<file path="config.mk">
export PLATFORM = sky130hd
export DESIGN_NAME = salc_ram
export DESIGN_NICKNAME = d
export VERILOG_FILES = /design/src/rtl/core/salc_ram.sv
export SDC_FILE = /design/constraint.sdc
export NUM_CORES = 1
export LEC_CHECK = 0
export ABC_AREA = 1
export BUFFER_PORTS_ARGS = -buffer_cell sky130_fd_sc_hd__buf_2
export CAP_MARGIN = 20
export CORE_ASPECT_RATIO = 0.7
export CORE_MARGIN = 2
export CORE_UTILIZATION = 40
export CTS_BUF_LIST = sky130_fd_sc_hd__clkbuf_8
export DETAILED_ROUTE_END_ITERATION = 16
export SYNTH_ARGS = -nofsm -noshare
export SYNTH_HDL_FRONTEND = slang
export SYNTH_SLANG_ARGS = --single-unit
</file>
<file path="constraint.sdc">
create_clock -name clk -period 2.7 [get_ports clk]
set_clock_uncertainty 0.2 [all_clocks]
set_input_delay 0.135 -clock clk [delete_from_list [all_inputs] [get_ports clk]]
set_output_delay 0.135 -clock clk [all_outputs]
set_load 0.02 [all_outputs]
</file>
<file path="src/rtl/core/salc_ram.sv">
`timescale 1ns / 1ps
`default_nettype none

module salc_ram #(
  parameter int WIDTH = 8,
  parameter int DEPTH = 16
) (
  input  wire logic clk,
  input  wire logic wr_en,
  input  wire logic [((DEPTH > 1) ? $clog2(DEPTH) : 1)-1:0] wr_addr,
  input  wire logic [WIDTH-1:0] wr_data,
  input  wire logic rd_en,
  input  wire logic [((DEPTH > 1) ? $clog2(DEPTH) : 1)-1:0] rd_addr,
  output logic [WIDTH-1:0] rd_data
);

  logic [WIDTH-1:0] mem [DEPTH];

  always_ff @(posedge clk) begin
    if (wr_en) begin
      mem[wr_addr] <= wr_data;
    end
    if (rd_en) begin
      rd_data <= mem[rd_addr];
    end
  end

endmodule

`default_nettype wire

</file>
* Word level (Yosys, flattened, before mapping) *
Memories as Yosys holds them, arrays and structs flattened. A register that Yosys moved wholly into a read port is not among the register bits.
Cells that the tools add are included.

word-level totals
  register bits after elaboration = 0
  bits in writable memories = 128
  output and inout bits = 8
  memories = 1

cells by class
  muxes and demuxes = 2

memory list
  memory  depth  bits a word  rd ports  clocked after memory_dff  write ports  RTL line  text
  mem     16     8            1         1                         1            17        logic [WIDTH-1:0] mem [DEPTH];

operator list
  operator  count
  $mux W1   2

* Logic depth before layout (Yosys ltp) *
Gate-level depths: netlist of the first run.

  depth in word-level cells = 2
  mapped depth = 8

* Worst setup path before layout of the first run *
No wires, ideal clock.

  path type = input to register
  from = input wr_addr[2] in the netlist's numbering
  to = memory mem[10][0], enable pin
  setup time = 0.370 ns
  arrival = 0.716 ns
  path slack = 1.414 ns
  stages on the path = 2
  buffers on the path = 0
  cells stage by stage = nand3b_1 -> nor2_1

RTL lines
  item         RTL line  text
  from (decl)  10        input wire logic [((DEPTH > 1) ? $clog2(DEPTH) : 1)-1:0] wr_addr,
  to (decl)    17

Straight into the memory's write port.

* Worst setup path after layout of the first run *
  from = input wr_addr[2] in the netlist's numbering
  to = memory mem[12][4], enable pin

Straight into the memory's write port.

==> results of run 1 <==
Yosys cell counts:
cell type  count  area share (%)
buf_2         13             1.1
inv_1        100             6.4
nand3b_1       2            0.26
nand3_1       97             8.3
nand2_1      173              11
buf_6          6             1.2
buf_1          1           0.064
edfxtp_1     136              70
inv_2          2            0.13
buf_4          4            0.51
nor2_1        17             1.1
per-layer routing:
metal / GRT usage (%) / wire [um] / vias to the layer above
met2: 25.40 / 5645 / 100
met4: 4.966 / 85 / 0
met5: 0 / 0 / -
li1: - / - / 1872
met3: 4.192 / 721 / 8
met1: 27.18 / 6662 / 1871
layout make-up:
type | count | area, um2 | share of cell area [%]
Sequential cell | 136 | 4084 | 60.82
Tap cell | 190 | 237.7 | 3.540
Inverter | 102 | 382.9 | 5.702
Clock buffer | 17 | 234.0 | 3.484
Timing Repair Buffer | 53 | 362.8 | 5.403
Clock inverter | 15 | 200.2 | 2.981
Multi-Input combinational cell | 289 | 1214 | 18.07
through the flow:
step / area, um2 / cells / setup WS, ns
finish: 6715 / 802 / 0.7615
CTS: 6715 / 802 / 0.7986
global placement: 6161 / 758 / 0.6243
global route: 6715 / 802 / 0.7015
floorplan: 5847 / 551 / 1.414
detailed placement: 6161 / 758 / 0.5523
kinds of logic after synthesis:
logic type,Yosys count
and+or+nand+nor,289
DFF,136
buffers and inverters,126
power by group through the flow:
stage / Clock [W] / Sequential (W) / Combinational, W
after CTS: 0.00185 / 0.00239 / 0.000295
after floorplan: 0 / 0.00245 / 0.000167
final: 0.00183 / 0.00239 / 0.000293
after global placement: 0 / 0.00244 / 0.000276
after detailed placement: 0 / 0.00244 / 0.000281
after global routing: 0.00193 / 0.00240 / 0.000328
worst paths after layout:
| kind | end |
|---|---|
| min | mem[12][5] |
| max reg2reg | rd_data[3] |
| max | mem[12][4] |
| min reg2reg | rd_data[2] |
worst max-delay path, stage by stage:
cell and delay [ns]:
dlygate4sd3_1 0.52, buf_2 0.12, nand3_1 0.12, dlygate4sd3_1 0.60
nor2_1 0.16, buf_4 0.22
repair_timing:
item                       CTS  global route
hold buffers                12             0
setup endpoints to repair    0             0
hold endpoints to repair   144             0
state kept, by name (all words and copies together) (netlist names):
signal / cells
mem: 128
rd_data: 8
==> results.tsv, run 1 <==
metric	value	unit
RR Startpoint	mem[0][3]	
CTS Buf Count	17	
Sink Count	136	
Hold Crit Depth	4	
Max Slew Vio Count	0	
Final min period	1.939	ns
Seq cells post-synth	136	
vias per cell	4.802	
Synth Net Count	570	
Sw Pwr	0.001040	W
adder-cell area share of the yosys netlist	0	%
CTS root buffer	clkbuf_8	
WHS	0.03980	ns
die area	15620	um2
Clock Tree Buf Depth	2	
PD cells	671.9	nW/um2
Antenna Nets Post-Route	0	
vias in the first global route	3706	
Post-Syn Area	5847	um2
Crit. End Element	flop	
status	completed	
RSZ-0062 raised after global routing	false	
largest family of logic cells by synthesized area	simple AND/OR/NAND/NOR gates	
Slew @ Worst Pin	1.033	ns
setup_tns	0	ns
postcts setup bufs	0	
commonest non-fill, non-tap cell in the layout	nand2_1	
Post-CTS Resized	0	
drt wl/cell	16.35	um
Layout Nets	618	
Worst-Skew Late Latency	0.44	ns
DPL Wire Length	8214	um
Ports	27	
post-synthesis mux area share	0	%
Die Wd	148.5	um
n_diodes	0	
Clock transition at path regs	0.08	ns
worst vdd ir	0.0003437	V
endpoints failing hold	0	
Final setup viols	0	
most frequent cells in the layout	nand2_1 (173), edfxtp_1 (136), inv_1 (101)	
clock share of power	40.5	%
fmax	515.9	MHz
total vias in the final route	3851	
I/O Buffers	26	
YS warnings	0	
xor/xnor share of the synthesized area	0	%
HP Start	wr_addr[1]	
Vert. Die Dim	105.2	um
Core ar.	14100	um2
final core utilization	47.63	%
Starting Density	41.47	%
H-tree Lvls	4	
cells on worst reg2reg path	6	
Synth Area in Compound Gates	0	%
Hold Crit Class	in2reg	
part of the power in registers	53.0	%
CP required	2.64	ns
overall power	0.004512	W
overall routing resource usage	17.82	%
first-pass GRT wire length	20640	um
Switching Share	23.05	%
FILL cells	1293	
R2R setup slack	1.32	ns
Crit Path Category	in2reg	
DRT Wirelength	13120	um
Avg Inst Size Synth	10.61	um2
CTS tree	yes	
number of max-cap violations	0	
DR iter-0 viols	351	
cell internal pwr	0.003472	W
post-synthesis sequential area ratio	69.85	%
Critical Path Start	wr_addr[2]	
layout cell share with drive strength beyond 1	11.93	%
Final Wtd Congestion	0.8038	
CP Max Fanout	7	
DRC Markers	0	
synthesized netlist cell count	551	
Simple-Gate Fraction of Synth Area	20.76	%
relative slew slack	30.88	%
largest net degree at the start of global routing	35	
antenna violations before repair	0	
CP arrival	1.88	ns
startpoint types	primary input	
P&R area growth vs syn	14.85	%
power share of the combinational group	6.5	%
Site Rows	36	
Tcrit/Tclk final	71.80	%
Distinct cells, synth	11	
DRT Pass-1 Iters	7	
GRT overflow	0	
Lkg Pwr	2.861	nW
Note: power is estimated with default switching activity, not from simulation.
==> run 2, diff against run 1 <==
Clock period 2.7 ns to 2 ns, I/O delays scaled along.
==> run 2 against run 1 <==
Sequential cell count stayed put. Sequential power increased by 35%. Non-clock buffer count is 12 higher. Highest routed layer unchanged. Worst setup slack worse by 0.64 ns. Global-route usage is 0.42 points lower. Cell count up 1.5%. Clock-buffer cell count unchanged.
==> results.tsv, run 2 (same netlist as run 1, synthesis figures left out) <==
metric	value	unit
Die Wd	148.5	um
overall power	0.006049	W
largest registers	mem (128), rd_data (8)	
DPL Wire Length	8318	um
vias per cell	4.803	
Worst-Skew Late Latency	0.44	ns
CP arrival	1.87	ns
Tcrit/Tclk final	94.16	%
Vert. Die Dim	105.2	um
DRT Pass-1 Iters	4	
layout cell share with drive strength beyond 1	12.82	%
Antenna Nets Post-Route	0	
Final setup viols	0	
Final Wtd Congestion	0.7797	
Layout Nets	630	
footprint of the multi-input gates	1214	um2
I/O Buffers	26	
endpoints failing hold	0	
Lkg Pwr	2.947	nW
clock share of power	39.8	%
Site Rows	36	
Hold Crit Class	in2reg	
DRT Wirelength	12760	um
Clock transition at path regs	0.07	ns
largest net degree at the start of global routing	38	
total vias in the final route	3910	
Sink Count	136	
n_diodes	0	
CTS tree	yes	
H-tree Lvls	4	
Ports	27	
Post-CTS Resized	0	
most frequent cells in the layout	nand2_1 (173), edfxtp_1 (136), inv_1 (103)	
Max Slew Vio Count	0	
Crit path largest cell delay	0.54	ns
Starting Density	41.47	%
CP Max Fanout	9	
DRC Markers	0	
power share of the combinational group	6.9	%
Crit. End Element	flop	
FILL cells	1257	
worst path cell trace	dlygate4sd3_1 -> buf_2 -> inv_1 -> buf_4 -> nand3_1 -> nand3_1 -> nand2_1 -> dlygate4sd3_1	
CP required	1.98	ns
CTS root buffer	clkbuf_8	
commonest non-fill, non-tap cell in the layout	nand2_1	
slowest CP cell	dlygate4sd3_1	
drt wl/cell	15.68	um
die area	15620	um2
status	completed	
overall routing resource usage	17.41	%
PD cells	886.5	nW/um2
Crit Path Category	in2reg	
Switching Share	22.53	%
cell internal pwr	0.004686	W
Final min period	1.883	ns
relative slew slack	59.92	%
startpoint types	primary input	
DR iter-0 viols	344	
RSZ-0062 raised after global routing	false	
worst vdd ir	0.0004646	V
Slew @ Worst Pin	0.6003	ns
Sequential Area	4084	um2
part of the power in registers	53.4	%
Sw Pwr	0.001363	W
Clock Tree Buf Depth	2	
number of max-cap violations	0	
first-pass GRT wire length	20070	um
P&R area growth vs syn	16.71	%
antenna violations before repair	0	
fmax	531.0	MHz
vias in the first global route	3714	
setup_tns	0	ns
Core ar.	14100	um2
Largest register FFs	128	
CTS Buf Count	17	
GRT overflow	0	
Reg with most FFs	mem	
run 2: routing by layer:
metal / global-route usage, % / wire length [um] / part of all wire (%) / vias to the layer above
met5: 0 / 0 / 0 / -
met4: 5.034 / 115 / 0.90 / 0
met3: 5.240 / 1146 / 9.0 / 12
met2: 24.74 / 5372 / 42 / 160
met1: 25.79 / 6126 / 48 / 1843
li1: - / - / - / 1895
run 2: path summary, 6_finish.rpt:
kind | from | to | slack [ns] | cells past startpoint
max reg2reg | mem[11][2] | rd_data[2] | 0.24 | 7
min | wr_addr[3] | mem[0][3] | 0.04 | 4
max | rd_addr[2] | rd_data[2] | 0.12 | 8
min reg2reg | mem[13][5] | rd_data[5] | 0.55 | 6
run 2: cell type report:
type,count,area share (%)
clock inverter,15,2.732
inverter,102,5.611
clock buffer,17,3.429
tap,190,3.484
multi-input combinational,289,17.79
timing repair buffer,65,7.114
sequential,136,59.85
run 2: metrics by stage:
stage	setup WS (ns)	cells	cell area [um2]	util, %	hold WS, ns
global route	0.01195	814	6824	48.40	0.06819
floorplan	0.7492	551	5847	-	-0.001131
detailed placement	0.3701	767	6254	44.36	0.2918
finish	0.1167	814	6824	48.40	0.03641
CTS	0.1549	814	6824	48.40	0.001699
global placement	0.4018	767	6254	44.36	0.2889
run 2: power groups by stage:
stage,sequential [W],combinational (W),clock [W]
finish,0.00323,0.000415,0.00241
global route,0.00323,0.000465,0.00254
CTS,0.00323,0.000417,0.00244
detailed placement,0.00329,0.000392,0
global placement,0.00329,0.000386,0
floorplan,0.00330,0.000225,0
run 2: repair_timing:
action	CTS	global route
hold endpoints to repair	147	0
hold buffers	15	0
buffers inserted	0	0
run 2: worst max-delay path: cells and delay by family:
kind / cells / cell delay, ns
buf+inv: 5 / 1.53
simple gates: 3 / 0.23
